**src/hdl/gqps_pkg.sv**
```systemverilog
// gqps_pkg: types, constants and the glyph table for the glyph quad stream
// used by every file of the block; depends on nothing
`default_nettype none

package gqps_pkg;

    localparam int QUEUE_DEPTH = 4;

    localparam int COORD_W     = 16;
    localparam int COLOR_W     = 24;
    localparam int CFG_INDEX_W = 3;
    localparam int CFG_DATA_W  = 24;
    localparam int WORD_W      = 32;
    localparam int TX_W        = 7;
    localparam int TY_W        = 4;

    localparam int CELL        = 7;
    localparam int CELLS_ROW   = 13;
    localparam int SHEET_X     = 4000;
    localparam int SHEET_Y     = 364;
    localparam int CLUT_X      = 1008;

    localparam logic [WORD_W-1:0] WORD_HEAD  = 32'h0900_0000;
    localparam logic [7:0]        COLOR_CODE = 8'h2C;
    localparam logic [5:0]        CLUT_LOW   = 6'(CLUT_X / 16);

    localparam logic [8:0] ROW_STROKE_UP  = 9'd399;
    localparam logic [8:0] ROW_FILL_UP    = 9'd398;
    localparam logic [8:0] ROW_STROKE_LOW = 9'd397;
    localparam logic [8:0] ROW_FILL_LOW   = 9'd396;
    localparam logic [8:0] ROW_SERIF      = 9'd395;

    localparam logic [7:0] CHAR_NEWLINE = 8'h0A;
    localparam logic [7:0] CHAR_SPACE   = 8'h20;
    localparam logic [7:0] CHAR_BANG    = 8'h21;
    localparam logic [7:0] CHAR_PERCENT = 8'h25;
    localparam logic [7:0] CHAR_DASH    = 8'h2D;
    localparam logic [7:0] CHAR_DOT     = 8'h2E;
    localparam logic [7:0] CHAR_ZERO    = 8'h30;
    localparam logic [7:0] CHAR_NINE    = 8'h39;
    localparam logic [7:0] CHAR_COLON   = 8'h3A;
    localparam logic [7:0] CHAR_QUEST   = 8'h3F;
    localparam logic [7:0] CHAR_UP_A    = 8'h41;
    localparam logic [7:0] CHAR_UP_Z    = 8'h5A;
    localparam logic [7:0] CHAR_LOW_A   = 8'h61;
    localparam logic [7:0] CHAR_LOW_G   = 8'h67;
    localparam logic [7:0] CHAR_LOW_J   = 8'h6A;
    localparam logic [7:0] CHAR_LOW_P   = 8'h70;
    localparam logic [7:0] CHAR_LOW_Q   = 8'h71;
    localparam logic [7:0] CHAR_LOW_Y   = 8'h79;
    localparam logic [7:0] CHAR_LOW_Z   = 8'h7A;

    // word slots inside one quad
    localparam logic [3:0] W_HEAD   = 4'd0;
    localparam logic [3:0] W_COLOR  = 4'd1;
    localparam logic [3:0] W_XY00   = 4'd2;
    localparam logic [3:0] W_CLUT   = 4'd3;
    localparam logic [3:0] W_XY10   = 4'd4;
    localparam logic [3:0] W_TPAGE  = 4'd5;
    localparam logic [3:0] W_XY01   = 4'd6;
    localparam logic [3:0] W_UV01   = 4'd7;
    localparam logic [3:0] W_XY11   = 4'd8;
    localparam logic [3:0] W_UV11   = 4'd9;

    typedef enum logic [CFG_INDEX_W-1:0] {
        CFG_ORIGIN_X      = 3'd0,
        CFG_ORIGIN_Y      = 3'd1,
        CFG_SERIF_SEL     = 3'd2,
        CFG_FILL_COLOR    = 3'd3,
        CFG_OUTLINE_COLOR = 3'd4
    } cfg_index_t;

    typedef struct packed {
        logic signed [COORD_W-1:0] origin_x;
        logic signed [COORD_W-1:0] origin_y;
        logic                      serif_sel;
        logic [COLOR_W-1:0]        fill_color;
        logic [COLOR_W-1:0]        outline_color;
    } cfg_t;

    // one placed glyph waiting for the back end
    typedef struct packed {
        logic [COORD_W-1:0] x0;
        logic [COORD_W-1:0] y0;
        logic [TX_W-1:0]    tx;
        logic [TY_W-1:0]    ty;
        logic               serif;
        logic               lower;
    } desc_t;

    typedef struct packed {
        logic            ok;
        logic [TX_W-1:0] tx;
        logic [TY_W-1:0] ty;
        logic            lower;
        logic            descend;
    } glyph_t;

    function automatic glyph_t glyph_lookup(input logic [7:0] c);
        glyph_t     g;
        logic [7:0] n;
        logic [3:0] cell_col;
        g        = '0;
        n        = '0;
        cell_col = '0;
        if (c >= CHAR_UP_A && c <= CHAR_UP_Z) begin
            n = c - CHAR_UP_A;
        end else if (c >= CHAR_LOW_A && c <= CHAR_LOW_Z) begin
            n = c - CHAR_LOW_A;
            g.lower = 1'b1;
            g.descend = (c == CHAR_LOW_G) || (c == CHAR_LOW_J) || (c == CHAR_LOW_P)
                     || (c == CHAR_LOW_Q) || (c == CHAR_LOW_Y);
        end
        priority if ((c >= CHAR_UP_A && c <= CHAR_UP_Z) || (c >= CHAR_LOW_A && c <= CHAR_LOW_Z))
        begin
            g.ok = 1'b1;
            cell_col = (n[4:0] >= 5'(CELLS_ROW)) ? 4'(n[4:0] - 5'(CELLS_ROW)) : n[3:0];
            g.tx = {3'b000, cell_col} * 7'(CELL);
            g.ty = (n[4:0] >= 5'(CELLS_ROW)) ? 4'(CELL) : 4'd0;
        end else if (c >= CHAR_ZERO && c <= CHAR_NINE) begin
            n    = c - CHAR_ZERO;
            g.ok = 1'b1;
            g.tx = {3'b000, n[3:0]} * 7'(CELL);
            g.ty = 4'(2 * CELL);
        end else begin
            g.ok = 1'b1;
            unique case (c)
                CHAR_BANG:    begin g.tx = 7'(13 * CELL); g.ty = 4'd0;          end
                CHAR_COLON:   begin g.tx = 7'(13 * CELL); g.ty = 4'(CELL);      end
                CHAR_QUEST:   begin g.tx = 7'(10 * CELL); g.ty = 4'(2 * CELL);  end
                CHAR_DASH:    begin g.tx = 7'(11 * CELL); g.ty = 4'(2 * CELL);  end
                CHAR_PERCENT: begin g.tx = 7'(12 * CELL); g.ty = 4'(2 * CELL);  end
                CHAR_DOT:     begin g.tx = 7'(13 * CELL); g.ty = 4'(2 * CELL);  end
                default:      g.ok = 1'b0;
            endcase
        end
        return g;
    endfunction

endpackage

`default_nettype wire

```
**src/hdl/gqps_ifs.sv**
```systemverilog
// gqps_ifs: valid/ready channel interfaces of the glyph quad stream
// character items in, primitive words out, register writes; uses gqps_pkg
`default_nettype none

interface gqps_item_if;
    logic       valid;
    logic       ready;
    logic [7:0] character;
    logic       new_string;
    modport source (output valid, character, new_string, input ready);
    modport sink (input valid, character, new_string, output ready);
endinterface

interface gqps_word_if;
    logic                            valid;
    logic                            ready;
    logic [gqps_pkg::WORD_W-1:0]     primitive_word;
    logic                            last_word;
    modport source (output valid, primitive_word, last_word, input ready);
    modport sink (input valid, primitive_word, last_word, output ready);
endinterface

interface gqps_cfg_if;
    logic                              valid;
    logic                              ready;
    logic [gqps_pkg::CFG_INDEX_W-1:0]  index;
    logic [gqps_pkg::CFG_DATA_W-1:0]   data;
    modport source (output valid, index, data, input ready);
    modport sink (input valid, index, data, output ready);
endinterface

`default_nettype wire

```
**src/hdl/gqps_front.sv**
```systemverilog
// gqps_front: takes characters, keeps column and row, places glyphs
// uses gqps_pkg and gqps_item_if; feeds gqps_queue
`default_nettype none

module gqps_front (
    input  wire logic             clk,
    input  wire logic             rst_n,
    gqps_item_if.sink             item,
    input  wire gqps_pkg::cfg_t   cfg,
    input  wire logic             q_ready,
    output logic                  q_push,
    output gqps_pkg::desc_t       q_desc
);

    logic [gqps_pkg::COORD_W-1:0] col_reg, col_next;
    logic [gqps_pkg::COORD_W-1:0] row_reg, row_next;
    logic [gqps_pkg::COORD_W-1:0] col_base, row_base, col_step;
    gqps_pkg::glyph_t             glyph;
    logic                         accept, is_nl, lower, drop;

    assign item.ready = q_ready;
    assign accept     = item.valid && item.ready;

    always_comb
    begin
        glyph    = gqps_pkg::glyph_lookup(item.character);
        col_base = item.new_string ? '0 : col_reg;
        row_base = item.new_string ? '0 : row_reg;
        is_nl    = (item.character == gqps_pkg::CHAR_NEWLINE);
        // pitch 8 is a shift, pitch 7 is the shift minus the column
        col_step = cfg.serif_sel ? {col_base[12:0], 3'b000}
                                 : ({col_base[12:0], 3'b000} - col_base);
        lower    = glyph.lower && !cfg.serif_sel;
        drop     = lower && glyph.descend;
        if (is_nl)
        begin
            row_next = row_base + 16'(gqps_pkg::CELL);
            col_next = '0;
        end
        else
        begin
            row_next = row_base;
            col_next = col_base + 16'd1;
        end
        q_desc.x0    = $unsigned(cfg.origin_x) + col_step;
        q_desc.y0    = $unsigned(cfg.origin_y) + row_base + {15'b0, drop};
        q_desc.tx    = glyph.tx;
        q_desc.ty    = glyph.ty;
        q_desc.serif = cfg.serif_sel;
        q_desc.lower = lower;
        q_push       = accept && glyph.ok;
    end

    always_ff @(posedge clk or negedge rst_n)
    begin
        if (!rst_n)
        begin
            col_reg <= '0;
            row_reg <= '0;
        end
        else if (accept)
        begin
            col_reg <= col_next;
            row_reg <= row_next;
        end
    end

endmodule

`default_nettype wire

```
**src/hdl/gqps_queue.sv**
```systemverilog
// gqps_queue: short first-in first-out queue of placed glyphs
// between gqps_front and gqps_back; uses gqps_pkg
`default_nettype none

module gqps_queue #(
    parameter int DEPTH = gqps_pkg::QUEUE_DEPTH
) (
    input  wire logic             clk,
    input  wire logic             rst_n,
    input  wire logic             push,
    input  wire gqps_pkg::desc_t  push_desc,
    output logic                  ready,
    input  wire logic             pop,
    output logic                  valid,
    output gqps_pkg::desc_t       pop_desc
);

    localparam int PTR_W = (DEPTH > 1) ? $clog2(DEPTH) : 1;
    localparam int CNT_W = $clog2(DEPTH + 1);

    gqps_pkg::desc_t  store_reg [DEPTH];
    logic [PTR_W-1:0] wr_ptr_reg, wr_ptr_next;
    logic [PTR_W-1:0] rd_ptr_reg, rd_ptr_next;
    logic [CNT_W-1:0] count_reg, count_next;
    logic             do_push, do_pop;

    assign ready    = (count_reg != CNT_W'(DEPTH));
    assign valid    = (count_reg != '0);
    assign pop_desc = store_reg[rd_ptr_reg];
    assign do_push  = push && ready;
    assign do_pop   = pop && valid;

    always_comb
    begin
        wr_ptr_next = wr_ptr_reg;
        rd_ptr_next = rd_ptr_reg;
        if (do_push)
            wr_ptr_next = (wr_ptr_reg == PTR_W'(DEPTH - 1)) ? '0 : wr_ptr_reg + 1'b1;
        if (do_pop)
            rd_ptr_next = (rd_ptr_reg == PTR_W'(DEPTH - 1)) ? '0 : rd_ptr_reg + 1'b1;
        count_next = count_reg + CNT_W'(do_push) - CNT_W'(do_pop);
    end

    always_ff @(posedge clk or negedge rst_n)
    begin
        if (!rst_n)
        begin
            wr_ptr_reg <= '0;
            rd_ptr_reg <= '0;
            count_reg  <= '0;
        end
        else
        begin
            wr_ptr_reg <= wr_ptr_next;
            rd_ptr_reg <= rd_ptr_next;
            count_reg  <= count_next;
        end
    end

    always_ff @(posedge clk)
    begin
        if (do_push)
            store_reg[wr_ptr_reg] <= push_desc;
    end

endmodule

`default_nettype wire

```
**src/hdl/gqps_back.sv**
```systemverilog
// gqps_back: walks each placed glyph through its quad words, one a cycle while result is ready
// uses gqps_pkg and gqps_word_if; fed by gqps_queue
`default_nettype none

module gqps_back (
    input  wire logic             clk,
    input  wire logic             rst_n,
    input  wire gqps_pkg::cfg_t   cfg,
    input  wire logic             q_valid,
    input  wire gqps_pkg::desc_t  q_desc,
    output logic                  q_pop,
    gqps_word_if.source           result
);

    gqps_pkg::desc_t              cur_reg;
    logic                         cur_vld_reg, cur_vld_next;
    logic                         quad_reg, quad_next;
    logic [3:0]                   slot_reg, slot_next;
    logic                         out_valid_reg;
    logic [gqps_pkg::WORD_W-1:0]  out_word_reg;
    logic                         out_last_reg;

    logic                         advance, emit, is_last;
    logic [8:0]                   pal_row;
    logic [gqps_pkg::COLOR_W-1:0] color;
    logic [15:0]                  clut, tpage, x1, y1;
    logic [11:0]                  sx;
    logic [8:0]                   sy, u1_sum, v1_sum;
    logic [7:0]                   u0, v0, u1, v1;
    logic [gqps_pkg::WORD_W-1:0]  word;

    assign result.valid          = out_valid_reg;
    assign result.primitive_word = out_word_reg;
    assign result.last_word      = out_last_reg;

    assign advance = !out_valid_reg || result.ready;
    assign emit    = advance && cur_vld_reg;
    assign is_last = (slot_reg == gqps_pkg::W_UV11) && (cur_reg.serif || quad_reg);
    assign q_pop   = q_valid && (!cur_vld_reg || (emit && is_last));

    always_comb
    begin
        // first quad of the stroke font is the outline pass
        if (cur_reg.serif)
            pal_row = gqps_pkg::ROW_SERIF;
        else if (cur_reg.lower)
            pal_row = quad_reg ? gqps_pkg::ROW_FILL_LOW : gqps_pkg::ROW_STROKE_LOW;
        else
            pal_row = quad_reg ? gqps_pkg::ROW_FILL_UP : gqps_pkg::ROW_STROKE_UP;
        color  = (cur_reg.serif || quad_reg) ? cfg.fill_color : cfg.outline_color;
        clut   = {1'b0, pal_row, gqps_pkg::CLUT_LOW};
        sx     = 12'(gqps_pkg::SHEET_X) + {5'b0, cur_reg.tx};
        sy     = 9'(gqps_pkg::SHEET_Y) + {5'b0, cur_reg.ty};
        tpage  = {11'b0, sy[8], sx[11:8]};
        u0     = sx[7:0];
        v0     = sy[7:0];
        u1_sum = {1'b0, u0} + 9'(gqps_pkg::CELL);
        v1_sum = {1'b0, v0} + 9'(gqps_pkg::CELL);
        u1     = u1_sum[8] ? 8'hFF : u1_sum[7:0];
        v1     = v1_sum[8] ? 8'hFF : v1_sum[7:0];
        x1     = cur_reg.x0 + 16'(gqps_pkg::CELL);
        y1     = cur_reg.y0 + 16'(gqps_pkg::CELL);
        unique case (slot_reg)
            gqps_pkg::W_HEAD:  word = gqps_pkg::WORD_HEAD;
            gqps_pkg::W_COLOR: word = {gqps_pkg::COLOR_CODE, color};
            gqps_pkg::W_XY00:  word = {cur_reg.y0, cur_reg.x0};
            gqps_pkg::W_CLUT:  word = {clut, v0, u0};
            gqps_pkg::W_XY10:  word = {cur_reg.y0, x1};
            gqps_pkg::W_TPAGE: word = {tpage, v0, u1};
            gqps_pkg::W_XY01:  word = {y1, cur_reg.x0};
            gqps_pkg::W_UV01:  word = {16'b0, v1, u0};
            gqps_pkg::W_XY11:  word = {y1, x1};
            gqps_pkg::W_UV11:  word = {16'b0, v1, u1};
            default:           word = '0;
        endcase

        cur_vld_next = cur_vld_reg;
        quad_next    = quad_reg;
        slot_next    = slot_reg;
        if (emit)
        begin
            if (slot_reg == gqps_pkg::W_UV11)
            begin
                slot_next = gqps_pkg::W_HEAD;
                quad_next = !quad_reg && !cur_reg.serif;
                if (is_last)
                    cur_vld_next = 1'b0;
            end
            else
            begin
                slot_next = slot_reg + 4'd1;
            end
        end
        if (q_pop)
        begin
            cur_vld_next = 1'b1;
            quad_next    = 1'b0;
            slot_next    = gqps_pkg::W_HEAD;
        end
    end

    always_ff @(posedge clk or negedge rst_n)
    begin
        if (!rst_n)
        begin
            cur_vld_reg   <= 1'b0;
            quad_reg      <= 1'b0;
            slot_reg      <= gqps_pkg::W_HEAD;
            out_valid_reg <= 1'b0;
        end
        else
        begin
            cur_vld_reg <= cur_vld_next;
            quad_reg    <= quad_next;
            slot_reg    <= slot_next;
            if (advance)
                out_valid_reg <= cur_vld_reg;
        end
    end

    always_ff @(posedge clk)
    begin
        if (q_pop)
            cur_reg <= q_desc;
        if (emit)
        begin
            out_word_reg <= word;
            out_last_reg <= is_last;
        end
    end

endmodule

`default_nettype wire

```
**src/hdl/glyph_quad_primitive_stream.sv**
```systemverilog
// glyph_quad_primitive_stream: top level, register file, front, queue and back
// uses gqps_pkg, gqps_ifs, gqps_front, gqps_queue, gqps_back
`default_nettype none

// Text renderer: one character per transfer on item, ten-word textured-quad
// primitives on result. The front takes a character every cycle while the
// glyph queue (QUEUE_DEPTH entries) has room; space, newline and unsupported
// characters are taken the same way and produce nothing. The back sends one
// word per cycle on result while result is ready; a stroke-font glyph is two
// quads (outline, then fill), a serif glyph one; that output rate sets throughput.
// Register writes on cfg are taken every cycle and must only be issued while
// the block holds no glyph in flight.
module glyph_quad_primitive_stream #(
    parameter int QUEUE_DEPTH = gqps_pkg::QUEUE_DEPTH
) (
    input  wire logic   clk,
    input  wire logic   rst_n,
    gqps_item_if.sink   item,
    gqps_word_if.source result,
    gqps_cfg_if.sink    cfg
);

    gqps_pkg::cfg_t   cfg_reg;
    gqps_pkg::desc_t  push_desc, pop_desc;
    logic             q_push, q_ready, q_pop, q_valid;

    assign cfg.ready = 1'b1;

    always_ff @(posedge clk or negedge rst_n)
    begin
        if (!rst_n)
        begin
            cfg_reg.origin_x      <= '0;
            cfg_reg.origin_y      <= '0;
            cfg_reg.serif_sel     <= 1'b0;
            cfg_reg.fill_color    <= 24'h808080;
            cfg_reg.outline_color <= 24'h010101;
        end
        else if (cfg.valid && cfg.ready)
        begin
            unique case (gqps_pkg::cfg_index_t'(cfg.index))
                gqps_pkg::CFG_ORIGIN_X:      cfg_reg.origin_x      <= cfg.data[15:0];
                gqps_pkg::CFG_ORIGIN_Y:      cfg_reg.origin_y      <= cfg.data[15:0];
                gqps_pkg::CFG_SERIF_SEL:     cfg_reg.serif_sel     <= cfg.data[0];
                gqps_pkg::CFG_FILL_COLOR:    cfg_reg.fill_color    <= cfg.data[23:0];
                gqps_pkg::CFG_OUTLINE_COLOR: cfg_reg.outline_color <= cfg.data[23:0];
                default: ;
            endcase
        end
    end

    gqps_front u_front (
        .clk     (clk),
        .rst_n   (rst_n),
        .item    (item),
        .cfg     (cfg_reg),
        .q_ready (q_ready),
        .q_push  (q_push),
        .q_desc  (push_desc)
    );

    gqps_queue #(
        .DEPTH (QUEUE_DEPTH)
    ) u_queue (
        .clk       (clk),
        .rst_n     (rst_n),
        .push      (q_push),
        .push_desc (push_desc),
        .ready     (q_ready),
        .pop       (q_pop),
        .valid     (q_valid),
        .pop_desc  (pop_desc)
    );

    gqps_back u_back (
        .clk     (clk),
        .rst_n   (rst_n),
        .cfg     (cfg_reg),
        .q_valid (q_valid),
        .q_desc  (pop_desc),
        .q_pop   (q_pop),
        .result  (result)
    );

    // newline and space never reach the queue
    a_no_push_blank: assert property (@(posedge clk) disable iff (!rst_n)
        (item.valid && item.ready && (item.character == gqps_pkg::CHAR_NEWLINE
            || item.character == gqps_pkg::CHAR_SPACE)) |-> !q_push)
        else $error("blank character pushed a glyph");

    a_push_on_transfer: assert property (@(posedge clk) disable iff (!rst_n)
        q_push |-> (item.valid && item.ready && q_ready))
        else $error("glyph pushed without an item transfer");

    a_pop_nonempty: assert property (@(posedge clk) disable iff (!rst_n)
        q_pop |-> q_valid)
        else $error("glyph popped from an empty queue");

endmodule

`default_nettype wire

```
**src/flat_wrapper.sv**
```systemverilog
// flat-port wrapper written by rule: the top's interface ports become plain ports
module glyph_quad_primitive_stream_flat 
#(
    parameter int QUEUE_DEPTH = gqps_pkg::QUEUE_DEPTH
)
  (clk, rst_n, item_valid, item_character, item_new_string, item_ready, result_valid, result_primitive_word, result_last_word, result_ready, cfg_valid, cfg_index, cfg_data, cfg_ready);
  gqps_item_if item_i ();
  gqps_word_if result_i ();
  gqps_cfg_if cfg_i ();
  input  wire logic clk;
  input  wire logic rst_n;
  input wire logic [$bits(item_i.valid)-1:0] item_valid;
  input wire logic [$bits(item_i.character)-1:0] item_character;
  input wire logic [$bits(item_i.new_string)-1:0] item_new_string;
  output wire logic [$bits(item_i.ready)-1:0] item_ready;
  output wire logic [$bits(result_i.valid)-1:0] result_valid;
  output wire logic [$bits(result_i.primitive_word)-1:0] result_primitive_word;
  output wire logic [$bits(result_i.last_word)-1:0] result_last_word;
  input wire logic [$bits(result_i.ready)-1:0] result_ready;
  input wire logic [$bits(cfg_i.valid)-1:0] cfg_valid;
  input wire logic [$bits(cfg_i.index)-1:0] cfg_index;
  input wire logic [$bits(cfg_i.data)-1:0] cfg_data;
  output wire logic [$bits(cfg_i.ready)-1:0] cfg_ready;
  assign item_i.valid = item_valid;
  assign item_i.character = item_character;
  assign item_i.new_string = item_new_string;
  assign item_ready = item_i.ready;
  assign result_valid = result_i.valid;
  assign result_primitive_word = result_i.primitive_word;
  assign result_last_word = result_i.last_word;
  assign result_i.ready = result_ready;
  assign cfg_i.valid = cfg_valid;
  assign cfg_i.index = cfg_index;
  assign cfg_i.data = cfg_data;
  assign cfg_ready = cfg_i.ready;
  glyph_quad_primitive_stream #(.QUEUE_DEPTH(QUEUE_DEPTH)) u_core (.clk(clk), .rst_n(rst_n), .item(item_i), .result(result_i), .cfg(cfg_i));
endmodule
```
**config.mk**
```make
export PLATFORM = sky130hd
export DESIGN_NAME = glyph_quad_primitive_stream_flat
export DESIGN_NICKNAME = d
export VERILOG_FILES = /design/src/hdl/gqps_pkg.sv /design/src/hdl/gqps_ifs.sv /design/src/hdl/gqps_front.sv /design/src/hdl/gqps_queue.sv /design/src/hdl/gqps_back.sv /design/src/hdl/glyph_quad_primitive_stream.sv /design/src/flat_wrapper.sv
export SDC_FILE = /design/constraint.sdc
export NUM_CORES = 1
export LEC_CHECK = 0
export BUFFER_PORTS_ARGS = -buffer_cell sky130_fd_sc_hd__buf_2
export CORE_MARGIN = 5
export CORE_UTILIZATION = 35
export CTS_BUF_LIST = sky130_fd_sc_hd__clkbuf_8
export DETAILED_ROUTE_END_ITERATION = 7
export PLACE_DENSITY = 0.55
export SYNTH_ARGS = -nofsm -noshare
export SYNTH_HDL_FRONTEND = slang
export SYNTH_HIERARCHICAL = 1
export SYNTH_SLANG_ARGS = --single-unit
```
**constraint.sdc**
```tcl
create_clock -name clk -period 11.3 [get_ports clk]
set_input_delay 0.565 -clock clk [delete_from_list [all_inputs] [get_ports clk]]
set_output_delay 0.565 -clock clk [all_outputs]
set_load 0.02 [all_outputs]
```
==> results of run 1 <==
Yosys cell counts, types with 5 or more instances:
cell type | count | area share (%)
o221ai_1 | 5 | 0.22
a31oi_1 | 18 | 0.56
or2_2 | 5 | 0.15
dfstp_2 | 6 | 0.78
o22ai_1 | 8 | 0.25
nand3_1 | 35 | 0.87
nand2b_1 | 33 | 1.0
o21ai_1 | 8 | 0.20
nand4_1 | 17 | 0.53
nor2b_1 | 43 | 1.3
a21oi_1 | 82 | 2.0
mux2i_1 | 17 | 0.84
dfrtp_1 | 121 | 15
edfxtp_1 | 258 | 38
o211ai_1 | 11 | 0.41
nor3_1 | 29 | 0.72
mux2_2 | 85 | 4.7
xnor2_1 | 58 | 2.5
o21ai_0 | 94 | 2.3
mux4_2 | 45 | 5.0
o2111ai_1 | 5 | 0.22
or3_1 | 8 | 0.25
ha_1 | 86 | 5.3
buf_4 | 13 | 0.48
and3_2 | 5 | 0.19
o21a_1 | 11 | 0.41
o31ai_1 | 6 | 0.22
inv_1 | 73 | 1.4
clkbuf_1 | 18 | 0.33
xor2_1 | 25 | 1.1
fa_1 | 10 | 0.99
nor2_1 | 74 | 1.4
and2_1 | 5 | 0.15
buf_2 | 22 | 0.55
and3_1 | 15 | 0.46
a21o_1 | 14 | 0.52
a211oi_1 | 6 | 0.22
nand2_1 | 133 | 2.5
buf_6 | 5 | 0.28
cell type report:
class | instances | area (um^2)
Antenna cell | 4 | 10.0
Clock buffer | 75 | 1030
Clock inverter | 50 | 275
Fill cell | 5503 | 34800
Inverter | 73 | 274
Multi-Input combinational cell | 1099 | 8680
Sequential cell | 385 | 10900
Tap cell | 765 | 957
Timing Repair Buffer | 91 | 504
kinds of logic after synthesis:
family | Yosys count | share of synthesized area, %
XOR/XNOR | 83 | 3.60
flip-flops | 385 | 54.1
multiplexers | 150 | 10.8
buffers and inverters | 133 | 3.04
AO/OA/AOI/OAI | 320 | 10.2
AND/OR/NAND/NOR | 449 | 11.9
adder cells (fa/ha/maj) | 96 | 6.32
other | 1 | 0.0186
power by group:
group / internal (uW) / total, uW / switching (uW)
sequential: 1880 / 2030 / 156
clock: 659 / 1240 / 577
combinational: 645 / 1570 / 926
path summary, 6_finish.rpt:
| check | slack (ps) | endpoint | depth (start not counted) | start |
|---|---|---|---|---|
| min in group asynchronous | 550 | u_core/u_queue/rd_ptr_reg[0] | 2 | rst_n |
| max in group asynchronous | 9540 | u_core/cfg_reg[15] | 3 | rst_n |
| worst min-delay path | 200 | u_core/cfg_reg[45] | 2 | cfg_data[21] |
| worst max register to register | 6940 | u_core/u_queue/store_reg[0][44] | 17 | u_core/u_front/col_reg[5] |
| worst max-delay path | 6300 | u_core/u_queue/store_reg[1][10] | 18 | item_character[2] |
| worst min register to register | 490 | u_core/u_queue/count_reg[2] | 1 | u_core/u_queue/count_reg[2] |
cells in the final DEF (no fill, tap or decap), types with 17 or more instances in the layout:
cell type / instances
o21ai_0: 94
nor2_1: 74
xor2_1: 25
mux4_2: 45
mux2i_1: 17
nand2_1: 133
dfrtp_1: 119
clkbuf_8: 75
a31oi_1: 18
a21oi_1: 82
nand3_1: 35
nand4_1: 17
mux2_2: 85
inv_1: 96
nor2b_1: 43
nor3_1: 29
ha_1: 86
xnor2_1: 58
nand2b_1: 33
buf_2: 74
edfxtp_1: 258
metal layers:
layer | up-vias | share of wire, % | global-route usage, %
li1 | 6236 | - | -
met1 | 6517 | 45 | 21.0
met2 | 286 | 47 | 26.0
met3 | 78 | 4.2 | 2.87
met4 | 2 | 2.9 | 5.54
met5 | - | 0.022 | 0
stage by stage:
stage / area (um^2) / cells / hold slack [ps] / setup WS (ps) / util (%)
5_1_grt: 22700 / 2540 / 169 / 6020 / 39.4
2_1_floorplan: 20200 / 1617 / 269 / 6690 / -
4_1_cts: 22700 / 2538 / 135 / 6420 / 39.4
3_3_place_gp: 21300 / 2412 / 473 / 5860 / 37.1
6_report: 22700 / 2542 / 200 / 6300 / 39.4
3_5_place_dp: 21300 / 2412 / 482 / 5770 / 37.1
worst reg2reg max path, stage by stage (launching register included):
cell and delay (ps):
dfrtp_1 370, nor2b_1 380, inv_1 100, ha_1 350, a21oi_1 320, a2bb2oi_2 220
o31ai_4 130, a21bo_2 210, a21oi_1 170, xor2_1 140, o21ai_0 100, ha_1 350
a21o_1 200, a21oi_1 340, nand2b_1 80, o21ai_0 270, o21ai_0 150, xor2_1 190
timing repair:
item / 4_1_cts / 5_1_grt
gates resized for setup: 0 / 0
endpoints found under the setup margin: 0 / 0
endpoints found under the hold margin: 6 / 0
hold buffers: 1 / 0
==> results.json, run 1 <==
{
  "run_status": "completed",
  "timing.fmax_mhz": 200,
  "critPathCaptureType": "flop",
  "ys_seq_area_share_pct": 54.1,
  "cts_tree": "built",
  "postCtsSetupRepairBufs": 0,
  "cts-root-buf": "clkbuf_8",
  "finalSetupViolations": 0,
  "grt_pass1_wl_mm": 78.1,
  "peakVddDrop_mv": 0.113,
  "grt_max_degree": 74,
  "crit_buf_inv": 3,
  "insertion_delay_ps": 610,
  "arrival_ps": 5350,
  "clock_path_buffers": 3,
  "grt_overflow": 0,
  "syn_nets": 1754,
  "drc": 0,
  "tns_ps": 0,
  "hold_viol": 0,
  "syn_area_um2": 20200,
  "cap_violations": 0,
  "synthCells": 1617,
  "path_class": "input pin to flop",
  "grt_usage_pct": 15.8,
  "first_pass_iters": 5,
  "worst_slew_pin_slew_ps": 1180,
  "final_nets": 1855,
  "worst_path_largest_cell_delay_ps": 560,
  "ys_types": 103,
  "cp_max_fo": 12,
  "wl_per_cell_um": 19.5,
  "vias_per_cell": 5.16,
  "start_util_pct": 35.1,
  "post-route-period-util_pct": 44.2,
  "place_congestion": 0.876,
  "place_hpwl_mm": 34.8,
  "cp.required_ps": 11660,
  "ys_warn_count": 6,
  "area_delta_synth_final_pct": 12.2,
  "crit_top_cell": "ha_1",
  "num_rows": 88,
  "ant_nets": 0,
  "cts_made_buffers": 68,
  "cts_num_sinks": 385,
  "dr_total_vias": 13100,
  "crit_path_start_kind": "input pin",
  "relSlewSlack_pct": 20.9,
  "synth.avg_cell_area_um2": 12.5,
  "htree_levels": 3,
  "die-width_um": 250,
  "dieArea_um2": 62600,
  "power_density_nw_per_um2": 214,
  "p_total_uw": 4840,
  "synth.ff_latch_count": 385,
  "core_area_um2": 57500,
  "finalClockSkew_ps": 26.1,
  "layout-drive-gt1-share_pct": 20.6,
  "min_period_ps": 5000,
  "ys_async_sr_fraction_pct": 33.0,
  "die_y_um": 250,
  "io_buffers": 75,
  "drt_iter0_markers": 880,
  "grt_pass1_vias": 13500,
  "ios": 77,
  "routed_wl_mm": 49.6,
  "path_cells": "buf_2 -> inv_1 -> ha_1 -> a21o_1 -> o2111ai_1 -> nand4bb_1 -> nor2_1 -> ha_1 -> o21a_1 -> a211o_1 -> a21oi_1 -> nor3_1 -> fa_1 -> ha_1 -> inv_1 -> fa_1 -> xor2_1 -> o221ai_1",
  "cp_slowest_cell": "fa_1",
  "antenna_found_initial": 8,
  "path_delay_family": "adder cells",
  "hp-class": "input pin to flop",
  "path_clk_slew_ps": 60,
  "p_leak_uw": 0.00873,
  "slew_violations": 0,
  "rsz0062_at_grt": "false",
  "largest_reg_flops": 180,
  "synth_top_flop_cell": "edfxtp_1",
  "synth-edff-count": 258
}
No activity file was read; power rests on OpenSTA's default activity.
==> run 2, diff against run 1 <==
--- a/config.mk
+++ b/config.mk
@@ -5,12 +5,13 @@
 export SDC_FILE = /design/constraint.sdc
 export NUM_CORES = 1
 export LEC_CHECK = 0
+export ABC_AREA = 1
 export BUFFER_PORTS_ARGS = -buffer_cell sky130_fd_sc_hd__buf_2
 export CORE_MARGIN = 5
 export CORE_UTILIZATION = 35
 export CTS_BUF_LIST = sky130_fd_sc_hd__clkbuf_8
 export DETAILED_ROUTE_END_ITERATION = 7
-export PLACE_DENSITY = 0.55
+export PLACE_DENSITY = 0.57
 export SYNTH_ARGS = -nofsm -noshare
 export SYNTH_HDL_FRONTEND = slang
 export SYNTH_HIERARCHICAL = 1
==> constraint.sdc (replaced) <==
create_clock -name clk -period 4.45 [get_ports clk]
set_input_delay 0.2225 -clock clk [delete_from_list [all_inputs] [get_ports clk]]
set_output_delay 0.2225 -clock clk [all_outputs]
set_load 0.02 [all_outputs]
==> run 2 against run 1 <==
Net effect: synthesized area increased by 4.4%; non-clock buffer count increased by 33; sequential power increased by 150%; critical path depth increased by 3; hold slack got worse by 140 ps; flip-flop and latch count unchanged; sequential share of layout area decreased by 2.4 points; critical path type is now flop to flop; critical endpoint is now u_core/u_queue/store_reg[3][42].
==> results.json, run 2 <==
{
  "die-width_um": 255,
  "ios": 77,
  "drc": 0,
  "synth_largest_area_cell": "edfxtp_1",
  "hold_viol": 0,
  "path_clk_slew_ps": 60,
  "finalSetupViolations": 0,
  "cts-root-buf": "clkbuf_8",
  "wl_per_cell_um": 16.9,
  "grt_pass1_vias": 15300,
  "die_y_um": 255,
  "peakVddDrop_mv": 0.284,
  "multi_input_area_um2": 8480,
  "num_rows": 90,
  "min_period_ps": 3970,
  "min_path_cells": 4,
  "rsz0062_at_grt": "false",
  "cap_violations": 0,
  "synthCells": 2310,
  "largest_reg_flops": 180,
  "drt_iter0_markers": 922,
  "synth.ff_latch_count": 385,
  "synthTopCellsByArea": "edfxtp_1 37%, dfrtp_1 14%, nand2_1 12%",
  "worstHoldStart": "cfg_index[2]",
  "cp.required_ps": 4790,
  "ys_types": 56,
  "area_delta_synth_final_pct": 13.1,
  "place_hpwl_mm": 39.6,
  "ys_warn_count": 6,
  "nFillCells": 5890,
  "tns_ps": 0,
  "place_ws_ps": 194,
  "io_buffers": 75,
  "slew_violations": 0,
  "ant_nets": 0,
  "power_density_nw_per_um2": 507,
  "cts_num_sinks": 385,
  "htree_levels": 3,
  "synth_top_flop_cell": "edfxtp_1",
  "synth-edff-count": 258,
  "postCtsSetupRepairBufs": 0,
  "core_area_um2": 60000,
  "yosysTopAreaCellShare_pct": 36.7,
  "grt_usage_pct": 16.5,
  "synth.avg_cell_area_um2": 9.13,
  "run_status": "completed",
  "cts_tree": "built",
  "grt_overflow": 0,
  "p_leak_uw": 0.0107,
  "routed_wl_mm": 55.2,
  "synth_common_cells": "663 x nand2_1, 297 x inv_1, 258 x edfxtp_1",
  "grt_max_degree": 169,
  "hold_path_end": "u_core/cfg_reg[61]",
  "fin_ws_ps": 482,
  "crit_path_start_kind": "flop",
  "critPathCaptureType": "flop",
  "cp_max_fo": 5,
  "start_util_pct": 35.1,
  "antenna_found_initial": 2,
  "path_class": "flop to flop",
  "ff2ff_path_depth": 21,
  "finalClockSkew_ps": 37.7,
  "dieArea_um2": 65300,
  "r2r_start": "u_core/u_front/col_reg[5]",
  "final_nets": 2572,
  "regArea_um2": 10900,
  "final_cell_mix": "662 x nand2_1, 317 x inv_1, 258 x edfxtp_1",
  "r2r_slack_ps": 480,
  "syn_area_um2": 21100,
  "r2r-end": "u_core/u_queue/store_reg[3][42]",
  "place_congestion": 0.897,
  "layout_commonest_cell": "nand2_1",
  "layout-drive-gt1-share_pct": 11.2,
  "ys_seq_area_share_pct": 51.8,
  "worst_slew_pin_slew_ps": 1050,
  "yosysMostFrequentCell": "nand2_1",
  "cts_made_buffers": 70,
  "post-route-period-util_pct": 89.2,
  "insertion_delay_ps": 640,
  "clock_path_buffers": 3,
  "arrival_ps": 4310,
  "first_pass_iters": 7,
  "grt_pass1_wl_mm": 86.3,
  "p_total_uw": 12100,
  "relSlewSlack_pct": 29.7,
  "hp-class": "input pin to flop",
  "vias_per_cell": 4.86,
  "fin_util_pct": 39.7,
  "dr_total_vias": 15900,
  "syn_nets": 2447,
  "timing.fmax_mhz": 252,
  "ys_async_sr_fraction_pct": 33.0
}
[run 2: cell count changes after synthesis, moves of 41 or more]
cell	previous run	this run
mux2_2	85	0
nor2b_1	43	0
xnor2_1	58	17
nand3_1	35	162
mux4_2	45	0
nor2_1	74	142
o211ai_1	11	99
inv_1	73	297
nand2_1	133	663
[run 2: worst max-delay path by stage]
stage,to,start,slack [ps],depth (start not counted)
2_1_floorplan,u_core/u_queue/count_reg[2],u_core/u_back/result.valid,470,14
3_3_place_gp,u_core/u_queue/store_reg[0][10],item_character[2],260,26
3_5_place_dp,u_core/u_queue/store_reg[1][12],item_character[2],190,29
4_1_cts,u_core/u_queue/store_reg[3][42],u_core/u_front/col_reg[5],550,21
5_1_grt,u_core/u_queue/store_reg[3][42],u_core/u_front/col_reg[5],110,21
6_report,u_core/u_queue/store_reg[3][42],u_core/u_front/col_reg[5],480,21
[run 2: cell families after synthesis]
| kind of cell | count (synthesis) | synth area share (%) |
|---|---|---|
| flops | 385 | 51.8 |
| buf+inv | 382 | 8.13 |
| compound gates | 328 | 9.96 |
| xor+xnor | 65 | 2.73 |
| simple gates | 1053 | 21.3 |
| fa+ha+maj | 96 | 6.05 |
| other cells | 1 | 0.0178 |
[run 2: cell type report]
type | count | area share, %
well taps | 782 | 4.10
flip-flops and latches | 385 | 45.8
clock inverters | 46 | 1.17
inverters | 311 | 4.89
multi-input cells | 1543 | 35.5
diodes | 1 | 0.0105
clock buffers | 80 | 4.62
repair buffers | 124 | 3.82
[run 2: worst max-delay path: stages, from the launching register on]
cell and delay (ps):
dfrtp_1 320, inv_1 40, nor2_1 280, inv_1 140
ha_1 370, a21oi_1 130, o21ai_0 140, a21oi_1 180
nor2_1 70, o21ai_0 220, nand2_1 80, nand2_1 70
nand3_1 60, o21ai_0 140, inv_1 80, ha_1 350
a21oi_1 200, a21boi_0 300, o21ai_0 190, nand3_1 100
nand2_1 60, xor2_1 170
[run 2: timing repair]
item	in CTS	in global routing
resized for setup	0	0
hold endpoints to repair	178	0
hold buffers	30	0
[run 2: power by group]
part | leakage (uW) | internal [uW] | switching [uW]
Clock | 0.000778 | 1770 | 1470
Sequential | 0.00400 | 4740 | 260
Combinational | 0.00593 | 1180 | 2680
[run 2: per-layer routing]
layer | vias up | global-route usage, % | part of all wire (%)
li1 | 7930 | - | -
met1 | 7520 | 21.9 | 45
met2 | 357 | 27.7 | 48
met3 | 86 | 3.03 | 4.3
met4 | 0 | 5.02 | 2.5
met5 | - | 0 | 0
[run 2: metrics by stage]
step | cell area, um^2 | hold WS [ps] | std cells
CTS | 23900 | 0.530 | 3271
floorplan | 21100 | -73.1 | 2310
global route | 23900 | 56.8 | 3272
finish | 23900 | 59.0 | 3272
global placement | 22200 | 399 | 3115
detailed placement | 22200 | 402 | 3115
